`src/rtl/setc_pkg.sv`:
```
`default_nettype none
// ----------------------------------------------------------------------------
// setc_pkg - shared types for the edge trigger capture block
// Register indexes, register field widths and the settings record.
// ----------------------------------------------------------------------------
package setc_pkg;

  localparam int unsigned CfgIdxW   = 3;
  localparam int unsigned CfgDataW  = 26;
  localparam int unsigned LevelW    = 10;
  localparam int unsigned FrameLenW = 26;
  localparam int unsigned DeltaW    = 16;
  localparam int unsigned OutTimeW  = 32;

  typedef enum logic [CfgIdxW-1:0] {
    REG_OBSERVED  = 3'd0,
    REG_SOURCE    = 3'd1,
    REG_SLOPE     = 3'd2,
    REG_LEVEL     = 3'd3,
    REG_FRAME_LEN = 3'd4,
    REG_ENABLED   = 3'd5
  } cfg_reg_e;

  typedef enum logic {
    SLOPE_RISING  = 1'b0,
    SLOPE_FALLING = 1'b1
  } slope_e;

  typedef struct packed {
    logic [1:0]           observed;
    logic                 source;
    slope_e               slope;
    logic [LevelW-1:0]    level;
    logic [FrameLenW-1:0] frame_len;
    logic                 enabled;
  } cfg_t;

  localparam cfg_t CfgReset = '{
    observed:  2'd1,
    source:    1'b0,
    slope:     SLOPE_RISING,
    level:     10'd410,
    frame_len: 26'd1000000,
    enabled:   1'b1
  };

endpackage
`default_nettype wire

```
`src/rtl/setc_cfg.sv`:
```
`default_nettype none
// ----------------------------------------------------------------------------
// setc_cfg - settings registers
// Holds the trigger and frame settings; flags writes that end a frame.
// ----------------------------------------------------------------------------
module setc_cfg import setc_pkg::*; (
  input  wire logic                clk_i,
  input  wire logic                rst_ni,
  input  wire logic                cfg_we_i,
  input  wire logic [CfgIdxW-1:0]  cfg_idx_i,
  input  wire logic [CfgDataW-1:0] cfg_data_i,
  output cfg_t                     cfg_o,
  output logic                     stop_o
);

  cfg_t cfg_q, cfg_d;

  always_comb begin
    cfg_d  = cfg_q;
    stop_o = 1'b0;
    if (cfg_we_i) begin
      case (cfg_reg_e'(cfg_idx_i))
        REG_OBSERVED: begin
          cfg_d.observed = cfg_data_i[1:0];
          stop_o         = 1'b1;
        end
        REG_SOURCE:    cfg_d.source    = cfg_data_i[0];
        REG_SLOPE:     cfg_d.slope     = slope_e'(cfg_data_i[0]);
        REG_LEVEL:     cfg_d.level     = cfg_data_i[LevelW-1:0];
        REG_FRAME_LEN: cfg_d.frame_len = cfg_data_i[FrameLenW-1:0];
        REG_ENABLED: begin
          cfg_d.enabled = cfg_data_i[0];
          stop_o        = 1'b1;
        end
        default: ;
      endcase
    end
  end

  always_ff @(posedge clk_i or negedge rst_ni) begin
    if (!rst_ni) begin
      cfg_q <= CfgReset;
    end else begin
      cfg_q <= cfg_d;
    end
  end

  assign cfg_o = cfg_q;

endmodule
`default_nettype wire

```
`src/rtl/setc_core.sv`:
```
`default_nettype none
// ----------------------------------------------------------------------------
// setc_core - trigger detection and frame timing
// Time accumulation, edge compare and frame bookkeeping for one word.
// ----------------------------------------------------------------------------
module setc_core import setc_pkg::*; #(
  parameter int unsigned SAMPLE_BITS = 10,
  parameter int unsigned TIME_BITS   = 32
) (
  input  wire logic                   clk_i,
  input  wire logic                   rst_ni,
  input  wire cfg_t                   cfg_i,
  input  wire logic                   stop_i,
  input  wire logic                   accept_i,
  input  wire logic [SAMPLE_BITS-1:0] ch1_raw_i,
  input  wire logic [SAMPLE_BITS-1:0] ch2_raw_i,
  input  wire logic [DeltaW-1:0]      delta_us_i,
  output logic                        push_o,
  output logic [SAMPLE_BITS-1:0]      ch1_value_o,
  output logic [SAMPLE_BITS-1:0]      ch2_value_o,
  output logic                        ch1_valid_o,
  output logic                        ch2_valid_o,
  output logic [OutTimeW-1:0]         sample_time_o,
  output logic                        first_o,
  output logic                        last_o
);

  localparam int unsigned CmpW = (SAMPLE_BITS > LevelW) ? SAMPLE_BITS : LevelW;
  localparam int unsigned LenW = (TIME_BITS > FrameLenW) ? TIME_BITS : FrameLenW;
  localparam int unsigned ExtW = (TIME_BITS > OutTimeW) ? TIME_BITS : OutTimeW;

  logic                   recording_q, recording_d;
  logic [TIME_BITS-1:0]   elapsed_q, elapsed_d;
  logic [SAMPLE_BITS-1:0] prev1_q, prev2_q;

  logic                   active;
  logic [TIME_BITS:0]     sum;
  logic [TIME_BITS-1:0]   sat;
  logic [CmpW-1:0]        prev_smp, now, level;
  logic                   crossing;
  logic                   reached;
  logic [ExtW-1:0]        time_ext;

  assign active = cfg_i.enabled && (cfg_i.observed != 2'd0);

  // saturating time add
  assign sum = {1'b0, elapsed_q} + (TIME_BITS+1)'(delta_us_i);
  assign sat = sum[TIME_BITS] ? {TIME_BITS{1'b1}} : sum[TIME_BITS-1:0];

  assign prev_smp = CmpW'(cfg_i.source ? prev2_q : prev1_q);
  assign now      = CmpW'(cfg_i.source ? ch2_raw_i : ch1_raw_i);
  assign level    = CmpW'(cfg_i.level);

  always_comb begin
    case (cfg_i.slope)
      SLOPE_RISING:  crossing = (prev_smp < level) && (now >= level);
      SLOPE_FALLING: crossing = (prev_smp > level) && (now <= level);
      default:       crossing = 1'b0;
    endcase
  end

  assign reached = LenW'(sat) >= LenW'(cfg_i.frame_len);

  always_comb begin
    recording_d = recording_q;
    elapsed_d   = elapsed_q;
    push_o      = 1'b0;
    first_o     = 1'b0;
    last_o      = 1'b0;
    time_ext    = ExtW'(sat);
    if (accept_i && active) begin
      elapsed_d = sat;
      if (recording_q) begin
        push_o = 1'b1;
        if (reached) begin
          recording_d = 1'b0;
          last_o      = 1'b1;
        end
      end else if (crossing) begin
        push_o      = 1'b1;
        first_o     = 1'b1;
        recording_d = 1'b1;
        elapsed_d   = '0;
        time_ext    = '0;
      end
    end
    if (stop_i) begin
      recording_d = 1'b0;
    end
  end

  assign ch1_valid_o   = cfg_i.observed[0];
  assign ch2_valid_o   = cfg_i.observed[1];
  assign ch1_value_o   = cfg_i.observed[0] ? ch1_raw_i : '0;
  assign ch2_value_o   = cfg_i.observed[1] ? ch2_raw_i : '0;
  assign sample_time_o = time_ext[OutTimeW-1:0];

  always_ff @(posedge clk_i or negedge rst_ni) begin
    if (!rst_ni) begin
      recording_q <= 1'b0;
      elapsed_q   <= '0;
      prev1_q     <= '0;
      prev2_q     <= '0;
    end else begin
      recording_q <= recording_d;
      elapsed_q   <= elapsed_d;
      if (accept_i && active) begin
        prev1_q <= ch1_raw_i;
        prev2_q <= ch2_raw_i;
      end
    end
  end

  a_first_not_last: assert property (@(posedge clk_i) disable iff (!rst_ni)
    !(push_o && first_o && last_o))
    else $error("frame start word marked last");

  a_stop_idles: assert property (@(posedge clk_i) disable iff (!rst_ni)
    stop_i |=> !recording_q)
    else $error("frame still running after settings write");

endmodule
`default_nettype wire

```
`src/rtl/setc_out.sv`:
```
`default_nettype none
// ----------------------------------------------------------------------------
// setc_out - result register with skid stage
// Holds finished words for the output channel so intake keeps going.
// ----------------------------------------------------------------------------
module setc_out #(
  parameter int unsigned W = 8
) (
  input  wire logic         clk_i,
  input  wire logic         rst_ni,
  input  wire logic         push_i,
  input  wire logic [W-1:0] data_i,
  output logic              full_o,
  output logic              valid_o,
  input  wire logic         stall_i,
  output logic [W-1:0]      data_o
);

  logic         main_valid_q, skid_valid_q;
  logic [W-1:0] main_q, skid_q;
  logic         main_free;

  assign main_free = !main_valid_q || !stall_i;

  always_ff @(posedge clk_i or negedge rst_ni) begin
    if (!rst_ni) begin
      main_valid_q <= 1'b0;
      skid_valid_q <= 1'b0;
    end else if (main_free) begin
      main_valid_q <= skid_valid_q || push_i;
      skid_valid_q <= 1'b0;
    end else if (push_i) begin
      skid_valid_q <= 1'b1;
    end
  end

  always_ff @(posedge clk_i) begin
    if (main_free) begin
      main_q <= skid_valid_q ? skid_q : data_i;
    end else if (push_i) begin
      skid_q <= data_i;
    end
  end

  assign full_o  = skid_valid_q;
  assign valid_o = main_valid_q;
  assign data_o  = main_q;

  a_skid_behind_main: assert property (@(posedge clk_i) disable iff (!rst_ni)
    skid_valid_q |-> main_valid_q)
    else $error("skid word without a result word ahead");

  a_no_overrun: assert property (@(posedge clk_i) disable iff (!rst_ni)
    push_i |-> !skid_valid_q)
    else $error("word pushed into full buffer");

endmodule
`default_nettype wire

```
`src/rtl/scope_edge_trigger_capture.sv`:
```
`default_nettype none
// ----------------------------------------------------------------------------
// scope_edge_trigger_capture - edge trigger and frame capture
// Watches a two-channel sample stream for a level crossing and tags a frame.
// ----------------------------------------------------------------------------
// usage
//   input channel: in_valid_i / in_stall_o carries a sample pair and the
//   time since the previous pair; a word is taken when valid is high and
//   stall is low. one word can be taken every cycle while stall is low.
//   output channel: out_valid_o / out_stall_i carries at most one result
//   word per input word; a taken word goes into the result register, or
//   first into the skid stage while the receiver stalls. the trigger compare
//   and saturating time add sit between the input port and the result register,
//   so throughput is one word per cycle while in_stall_o is low. a skid stage
//   behind the result register lets the block take one more word while the
//   receiver stalls; in_stall_o rises only once both hold. settings are written
//   over cfg_we_i / cfg_idx_i / cfg_data_i; a write to the observed channels or
//   the enable drops any running frame. reset clears the frame state, elapsed
//   time and previous samples, and loads the default settings; no clearing pass is needed.
// ----------------------------------------------------------------------------
module scope_edge_trigger_capture import setc_pkg::*; #(
  parameter int unsigned SAMPLE_BITS = 10,
  parameter int unsigned TIME_BITS   = 32
) (
  input  wire logic                   clk_i,
  input  wire logic                   rst_ni,
  input  wire logic                   cfg_we_i,
  input  wire logic [CfgIdxW-1:0]     cfg_idx_i,
  input  wire logic [CfgDataW-1:0]    cfg_data_i,
  input  wire logic                   in_valid_i,
  output logic                        in_stall_o,
  input  wire logic [SAMPLE_BITS-1:0] ch1_raw_i,
  input  wire logic [SAMPLE_BITS-1:0] ch2_raw_i,
  input  wire logic [DeltaW-1:0]      delta_us_i,
  output logic                        out_valid_o,
  input  wire logic                   out_stall_i,
  output logic [SAMPLE_BITS-1:0]      ch1_value_o,
  output logic [SAMPLE_BITS-1:0]      ch2_value_o,
  output logic                        ch1_valid_o,
  output logic                        ch2_valid_o,
  output logic [OutTimeW-1:0]         sample_time_us_o,
  output logic                        frame_first_o,
  output logic                        frame_last_o
);

  localparam int unsigned ResW = 2*SAMPLE_BITS + OutTimeW + 4;

  cfg_t                   cfg;
  logic                   stop;
  logic                   accept;
  logic                   push;
  logic                   full;
  logic [SAMPLE_BITS-1:0] r_ch1, r_ch2;
  logic                   r_v1, r_v2, r_first, r_last;
  logic [OutTimeW-1:0]    r_time;
  logic [ResW-1:0]        res_in, res_out;

  assign accept     = in_valid_i && !full;
  assign in_stall_o = full;

  setc_cfg u_cfg (
    .clk_i      (clk_i),
    .rst_ni     (rst_ni),
    .cfg_we_i   (cfg_we_i),
    .cfg_idx_i  (cfg_idx_i),
    .cfg_data_i (cfg_data_i),
    .cfg_o      (cfg),
    .stop_o     (stop)
  );

  setc_core #(
    .SAMPLE_BITS (SAMPLE_BITS),
    .TIME_BITS   (TIME_BITS)
  ) u_core (
    .clk_i         (clk_i),
    .rst_ni        (rst_ni),
    .cfg_i         (cfg),
    .stop_i        (stop),
    .accept_i      (accept),
    .ch1_raw_i     (ch1_raw_i),
    .ch2_raw_i     (ch2_raw_i),
    .delta_us_i    (delta_us_i),
    .push_o        (push),
    .ch1_value_o   (r_ch1),
    .ch2_value_o   (r_ch2),
    .ch1_valid_o   (r_v1),
    .ch2_valid_o   (r_v2),
    .sample_time_o (r_time),
    .first_o       (r_first),
    .last_o        (r_last)
  );

  assign res_in = {r_ch1, r_ch2, r_v1, r_v2, r_time, r_first, r_last};

  setc_out #(
    .W (ResW)
  ) u_out (
    .clk_i   (clk_i),
    .rst_ni  (rst_ni),
    .push_i  (push),
    .data_i  (res_in),
    .full_o  (full),
    .valid_o (out_valid_o),
    .stall_i (out_stall_i),
    .data_o  (res_out)
  );

  assign {ch1_value_o, ch2_value_o, ch1_valid_o, ch2_valid_o,
          sample_time_us_o, frame_first_o, frame_last_o} = res_out;

endmodule
`default_nettype wire

```
`config.mk`:
```
export PLATFORM = sky130hd
export DESIGN_NAME = scope_edge_trigger_capture
export DESIGN_NICKNAME = d
export VERILOG_FILES = /design/src/rtl/setc_pkg.sv /design/src/rtl/setc_cfg.sv /design/src/rtl/setc_core.sv /design/src/rtl/setc_out.sv /design/src/rtl/scope_edge_trigger_capture.sv
export SDC_FILE = /design/constraint.sdc
export NUM_CORES = 1
export LEC_CHECK = 0
export BUFFER_PORTS_ARGS = -buffer_cell sky130_fd_sc_hd__buf_2
export CAP_MARGIN = 20
export CORE_UTILIZATION = 59
export CTS_CLUSTER_SIZE = 30
export DETAILED_ROUTE_END_ITERATION = 6
export PLACE_DENSITY = 0.88
export SKIP_CTS_REPAIR_TIMING = 1
export SYNTH_ARGS = -nofsm -noshare
export SYNTH_HDL_FRONTEND = slang
export SYNTH_SLANG_ARGS = --single-unit
```
`constraint.sdc`:
```
create_clock -name clk_i -period 8.01 [get_ports clk_i]
set_input_delay 0.4005 -clock clk_i [delete_from_list [all_inputs] [get_ports clk_i]]
set_output_delay 0.4005 -clock clk_i [all_outputs]
set_load 0.1 [all_outputs]
```
Yosys cells after proc, flatten, opt, wreduce, memory -nomap -nowiden --
Index checks and enable logic that the tools add are counted. W data, S select, Z words.
Operators by class: div/mod/pow operators 0, bitwise logic cells 2, reduce and logical (&&, ||, !) cells 22, equal/unequal tests 5, $add $sub $neg 1, order comparisons 5, mux-type cells 26, shift-type cells 0, multipliers 0
Operator list (number):
- $mux W32 | 4
- $mux W56 | 1
- $mux W10 | 4
- $add A32 B16 Y33 | 1
- $ge A32 B26 Y1 | 1
- $mux W1 | 16
- $reduce_and A2 Y1 | 7
- $ge A10 B10 Y1 | 1
- $gt A10 B10 Y1 | 1
- $le A10 B10 Y1 | 1
- $lt A10 B10 Y1 | 1
- $eq A3 B2 Y1 const B | 2
- $eq A3 B3 Y1 const B | 2
- $reduce_bool A2 Y1 | 3
- $logic_and A1 B1 Y1 | 5
- $eq A3 B1 Y1 const B | 1
- $logic_not A1 Y1 | 3
- $logic_not A3 Y1 | 1
- $logic_or A1 B1 Y1 | 2
- $not A1 Y1 | 2
- $pmux W1 S2 | 1
- $reduce_or A2 Y1 | 1
Word-level totals: bits in writable memories 0, memories kept 0, ROM bits 0, register bits after elaboration 208, input port bits 70, bits in latches 0

Depth between registers and ports, before layout --
depth in word-level cells 9, mapped depth 20, depth with buffers taken out 19

Hierarchy --
Synthesis repeated with hierarchy kept, for this count alone.
Unflattened totals: cell total of the unflattened synthesis 943, area, all modules 11146.9 um2
By module, submodules not included:
- setc_core | area an instance 5227.5 um2, times used 1, seq. area each 1326.3 um2, cells each 668
- setc_out | area an instance 4189.0 um2, times used 1, seq. area each 3413.3 um2, cells each 180
- setc_cfg | area an instance 1716.6 um2, times used 1, seq. area each 1043.5 um2, cells each 94
- scope_edge_trigger_capture | area an instance 13.8 um2, times used 1, seq. area each 0.0 um2, cells each 1

Worst setup path before layout --
No wires, ideal clock.
kind register -> register, from register u_out.main_valid_q, in the netlist u_out.valid_o, to register u_out.skid_q[0], enable pin, path slack 2.420 ns, path buffers 0, setup time 0.476 ns, stages on the path, launching flop included 3, arrival 5.114 ns, cells stage by stage dfrtp_1 -> nand2_1 -> nor2b_1
On the way: word-level cells in the longest chain between the ends 4
RTL lines:
- start, declared | RTL line setc_out.sv:19 | logic main_valid_q, skid_valid_q;
- start signal, assigned | RTL line setc_out.sv:30 | main_valid_q <= skid_valid_q || push_i;
- $logic_not A1 Y1 | RTL line setc_out.sv:23 | assign main_free = !main_valid_q || !stall_i;
- $logic_or A1 B1 Y1 | RTL line setc_out.sv:23
- named net u_out.main_free | RTL line setc_out.sv:21 | logic main_free;
- $not A1 Y1 (no source line)
- $reduce_and A2 Y1 (no source line)
- end signal, assigned | RTL line setc_out.sv:41 | skid_q <= data_i;
- end, declared | RTL line setc_out.sv:20 | logic [W-1:0] main_q, skid_q;
The timed path passes the listed nets, and every way through them passes these cells. A chain may end at the register's enable or synchronous reset.

Final worst setup path --
from register u_core.elapsed_q[0], to register u_out.main_q[0], in the netlist u_out.data_o[0], data pin
On the way: word-level cells in the longest chain between the ends 7
RTL lines:
- start, declared | RTL line setc_core.sv:33 | logic [TIME_BITS-1:0] elapsed_q, elapsed_d;
- start signal, assigned | RTL line setc_core.sv:106 | elapsed_q <= elapsed_d;
- $add A32 B16 Y33 | RTL line setc_core.sv:47 | assign sum = {1'b0, elapsed_q} + (TIME_BITS+1)'(delta_us_i);
- $mux W32 | RTL line setc_core.sv:48 | assign sat = sum[TIME_BITS] ? {TIME_BITS{1'b1}} : sum[TIME_BITS-1:0];
- $ge A32 B26 Y1 | RTL line setc_core.sv:62 | assign reached = LenW'(sat) >= LenW'(cfg_i.frame_len);
- $mux W1 | RTL line setc_core.sv:75 | if (reached) begin
- $mux W1 | RTL line setc_core.sv:73 | if (recording_q) begin
- $mux W1 | RTL line setc_core.sv:71 | if (accept_i && active) begin
- $mux W56 | RTL line setc_out.sv:39 | main_q <= skid_valid_q ? skid_q : data_i;
- end signal, assigned | RTL line setc_out.sv:39
- end, declared | RTL line setc_out.sv:20
No other way between the ends.

==> out/qor.csv <==
stage,metric,value,unit
grt,GRT Overall Usage,28.5,%
worst_setup_path,CP Class,register to register,
sta,Clock Skew,0.0149,ns
grt,first-pass GRT wire length,41500,um
worst_setup_path,WP data arrival,5.33,ns
sta,Final Hold Viols,0,
sta,Setup Viol. Count Final,0,
pwr,Combinational Power Share,45.9,%
worst_setup_path,Critical path buffers and inverters,2,
clock_tree,clock-pin slew on the worst setup and hold paths,0.06,ns
synth,compound-cell area share of the yosys netlist,12.6,%
routing,vias per cell,5.96,
clock_tree,CTS tree,done,
floorplanning,core area,18000,sq um
final_layout,final core utilization,68.9,%
grt,met2 GRT Util,46.4,%
sta,slew at the pin closest to its max-slew limit,0.975,ns
routing,Via Count,8309,
placement,Placer Congestion,0.946,
worst_setup_path,worst path cell trace,ha_1 -> fa_1 -> a21o_1 -> a221oi_4 -> a2111o_1 -> a21oi_2 -> buf_4 -> nor2_1 -> inv_1 -> ha_1 -> a21oi_1 -> a21boi_0 -> a2111oi_0 -> a21oi_1 -> a2111oi_0 -> o2111ai_1 -> a211oi_1 -> o21ai_1,
placement,hpwl dp,18500,um
clock_tree,Root Buffer,clkbuf_16,
grt,initial antenna violation count,1,
grt,met1 usage,39.0,%
routing,first drt pass iteration count,5,
synth,Post-synth top flop,edfxtp_1,
clock_tree,htree depth,1,
final_layout,layout cell share with drive strength beyond 1,22.5,%
grt,largest net degree at the start of global routing,90,
sta,setup TNS,0,ns
synth,cells after synthesis,1036,
sta,RSZ-0062 raised after global routing,false,
placement,Inst Count DP,1352,
routing,Detail Route Antenna Nets,0,
worst_setup_path,cell family with most CP delay,compound AO/OA/AOI/OAI gates,
synth,Synth Area in Simple Gates,14.7,%
pwr,design internal power,2.62,mW
grt,Global Route met3 Usage,4.56,%
clock_tree,CTS buffer count,21,
final_layout,"most common cell after layout, fill and taps aside",nand2_1,
clock_tree,CTS Buffer Depth,3,
hold_path,worst hold path type,primary input to register,
sta,WHS,0.104,ns
pwr,clock share of power,20.7,%
synth,sequential fraction of the synthesis area,53.2,%
clock_tree,CTS Sinks,208,
synth,cell area after synthesis,10900,sq um
pwr,Leak Pwr,5.56,nW
placement,IO Port Bufs,127,
routing,Residual DRC,0,
final_layout,fillcell total,1306,
sta,maximum clock rate,197,MHz
floorplanning,Initial Utilization,60.3,%
sta,worst rel slew slack,35.0,%
worst_setup_path,CP max stage cell,a2111oi_0,
synth,Synth async-reset ratio,46.2,%
synth,Synth Area in Adders,7.32,%
grt,grt total ovfl,0,
floorplanning,chip height,138,um
final_layout,non-filler instance count after layout,1393,
grt,vias in the first global route,8036,
floorplanning,Boundary Pins,128,
routing,Post-Route WL,26100,um
synth,ranking of synthesized cells by area,"edfxtp_1 31%, dfrtp_1 19%, ha_1 7.1%",
synth,synthesized area per cell,10.5,sq um
final_layout,Area Overhead vs Synth,14.2,%
floorplanning,FP Rows,49,
synth,Syn Nets,1169,
pwr,net load switching power,2.12,mW
routing,Avg WL per Cell,18.8,um
run_status,outcome,completed,
synth,largest family of logic cells by synthesized area,simple AND/OR/NAND/NOR gates,
synth,mux contribution to synthesized area,6.40,%
worst_setup_path,max incr delay on CP,0.43,ns
final_layout,Final nets,1281,
floorplanning,die extent in x,138,um
clock_tree,worst skew pair latency,0.51,ns
sta,Final Max Tran Viols,0,
grt,GRT Max-Usage Layer,met2,
worst_setup_path,crit path max fanout,14,
pwr,Reg power frac,33.3,%
pwr,PwrDens,382,nW/um^2
worst_setup_path,WP data required,8.27,ns
final_layout,"commonest non-fill, non-tap cells in the layout","178 x nand2_1, 126 x buf_2, 112 x edfxtp_1",
sta,min Tclk post-route,5.07,ns
worst_setup_path,Critical Path End Type,register,
synth,Post-Synth XOR/XNOR Area,1.53,%
synth,post-synthesis register bit count,208,
synth,"Distinct cells, synth",60,
worst_setup_path,critical path startpoint category,register,
job,max cap viols,0,
routing,drt initial violations,721,
sta,Tcrit/Tclk final,63.3,%
synth,Post-synth EDFFs,112,
synth,share of the synthesized area in the top cell type,30.9,%
pwr,sw frac,44.7,%
synth,YS warnings,0,
synth,Synth area leader,edfxtp_1,
pwr,worst vdd ir,0.340,mV
floorplanning,die area,19000,sq um
-- final timing paths --
path / slack, ns / to / depth (start not counted) / startpoint
worst max-delay path: 2.94 / u_out.data_o[0] / 18 / u_core.elapsed_q[0]
worst max register to register: 2.94 / u_out.data_o[0] / 18 / u_core.elapsed_q[0]
worst min-delay path: 0.10 / u_cfg.cfg_o[11] / 3 / cfg_data_i[10]
max in group asynchronous: 6.37 / u_out.full_o / 3 / rst_ni
min in group asynchronous: 0.33 / u_core.elapsed_q[5] / 2 / rst_ni
worst min register to register: 0.48 / u_core.prev2_q[4] / 2 / u_core.prev2_q[4]
-- flip-flops by register name, indices dropped and copies added (netlist names) --
name                cells
u_out.data_o           56
u_out.skid_q           56
u_cfg.cfg_o            41
u_core.elapsed_q       32
u_core.prev1_q         10
u_core.prev2_q         10
u_core.recording_q      1
u_out.full_o            1
u_out.valid_o           1
-- Yosys cell counts, types with 4 or more instances --
cell       count
a211oi_1       8
and3_1         8
dfrtp_1       82
a2111oi_0      4
nor2b_1        6
nor2_1        79
o21ai_0       58
xor2_1         7
o21ai_1        4
o21a_1         6
edfxtp_1     112
mux2_2        60
inv_1         69
a21oi_1       40
a31oi_1        5
o31ai_1       50
ha_1          62
nand2b_1       5
nor3_1         8
nand2_1      179
nand3_1       12
clkbuf_1      41
dfstp_2       14
a21o_1        11
and2_1        25
buf_2          6
or3_1          6
nand4_1       13
and4_1         4
xnor2_1       12
-- stage by stage --
stage                     worst slack, ns  total power, mW  area, sq um
after floorplan                      2.42             3.26        10900
after global placement               2.95             3.66        11700
after detailed placement             2.81             3.73        11700
after CTS                            2.95             4.73        12400
after global routing                 2.54             5.00        12400
final                                2.94             4.74        12400
-- power groups by stage --
stage          Combinational (mW)  Clock, mW  Sequential (mW)
3_5_place_dp                 2.14          0             1.59
5_1_grt                      2.36       1.03             1.61
6_report                     2.18      0.984             1.58
2_1_floorplan                1.02          0             2.24
4_1_cts                      2.16      0.991             1.58
3_3_place_gp                 2.07          0             1.59
-- layout make-up --
cell class                      instances  area, sq um  share of cell area (%)
Inverter                               69          259                    2.09
Clock buffer                           27          578                    4.66
Timing Repair Buffer                  139          734                    5.92
Multi-Input combinational cell        709         4650                    37.5
Clock inverter                         11          113                   0.907
Tap cell                              229          287                    2.31
Antenna cell                            1         2.50                  0.0202
Sequential cell                       208         5780                    46.6
-- per-layer routing --
layer  vias up  wire length (um)
met5         -                 0
met4         0               714
met3        55              1790
met2       328             12300
met1      4019             11300
li1       3907                 -
-- worst min-delay path, cell delays in order --
cell	delay [ns]
buf_2	0.08
nand2_1	0.04
o21ai_0	0.05
-- kinds of logic (layout without fill, tap and decap cells) --
group	after synthesis	count (layout)
simple gates	356	356
compound gates	209	209
flops	208	208
buf+inv	119	246
fa+ha+maj	63	63
mux	62	62
xor+xnor	19	19
other cells	0	1
Power figures use the tool's default switching activity.
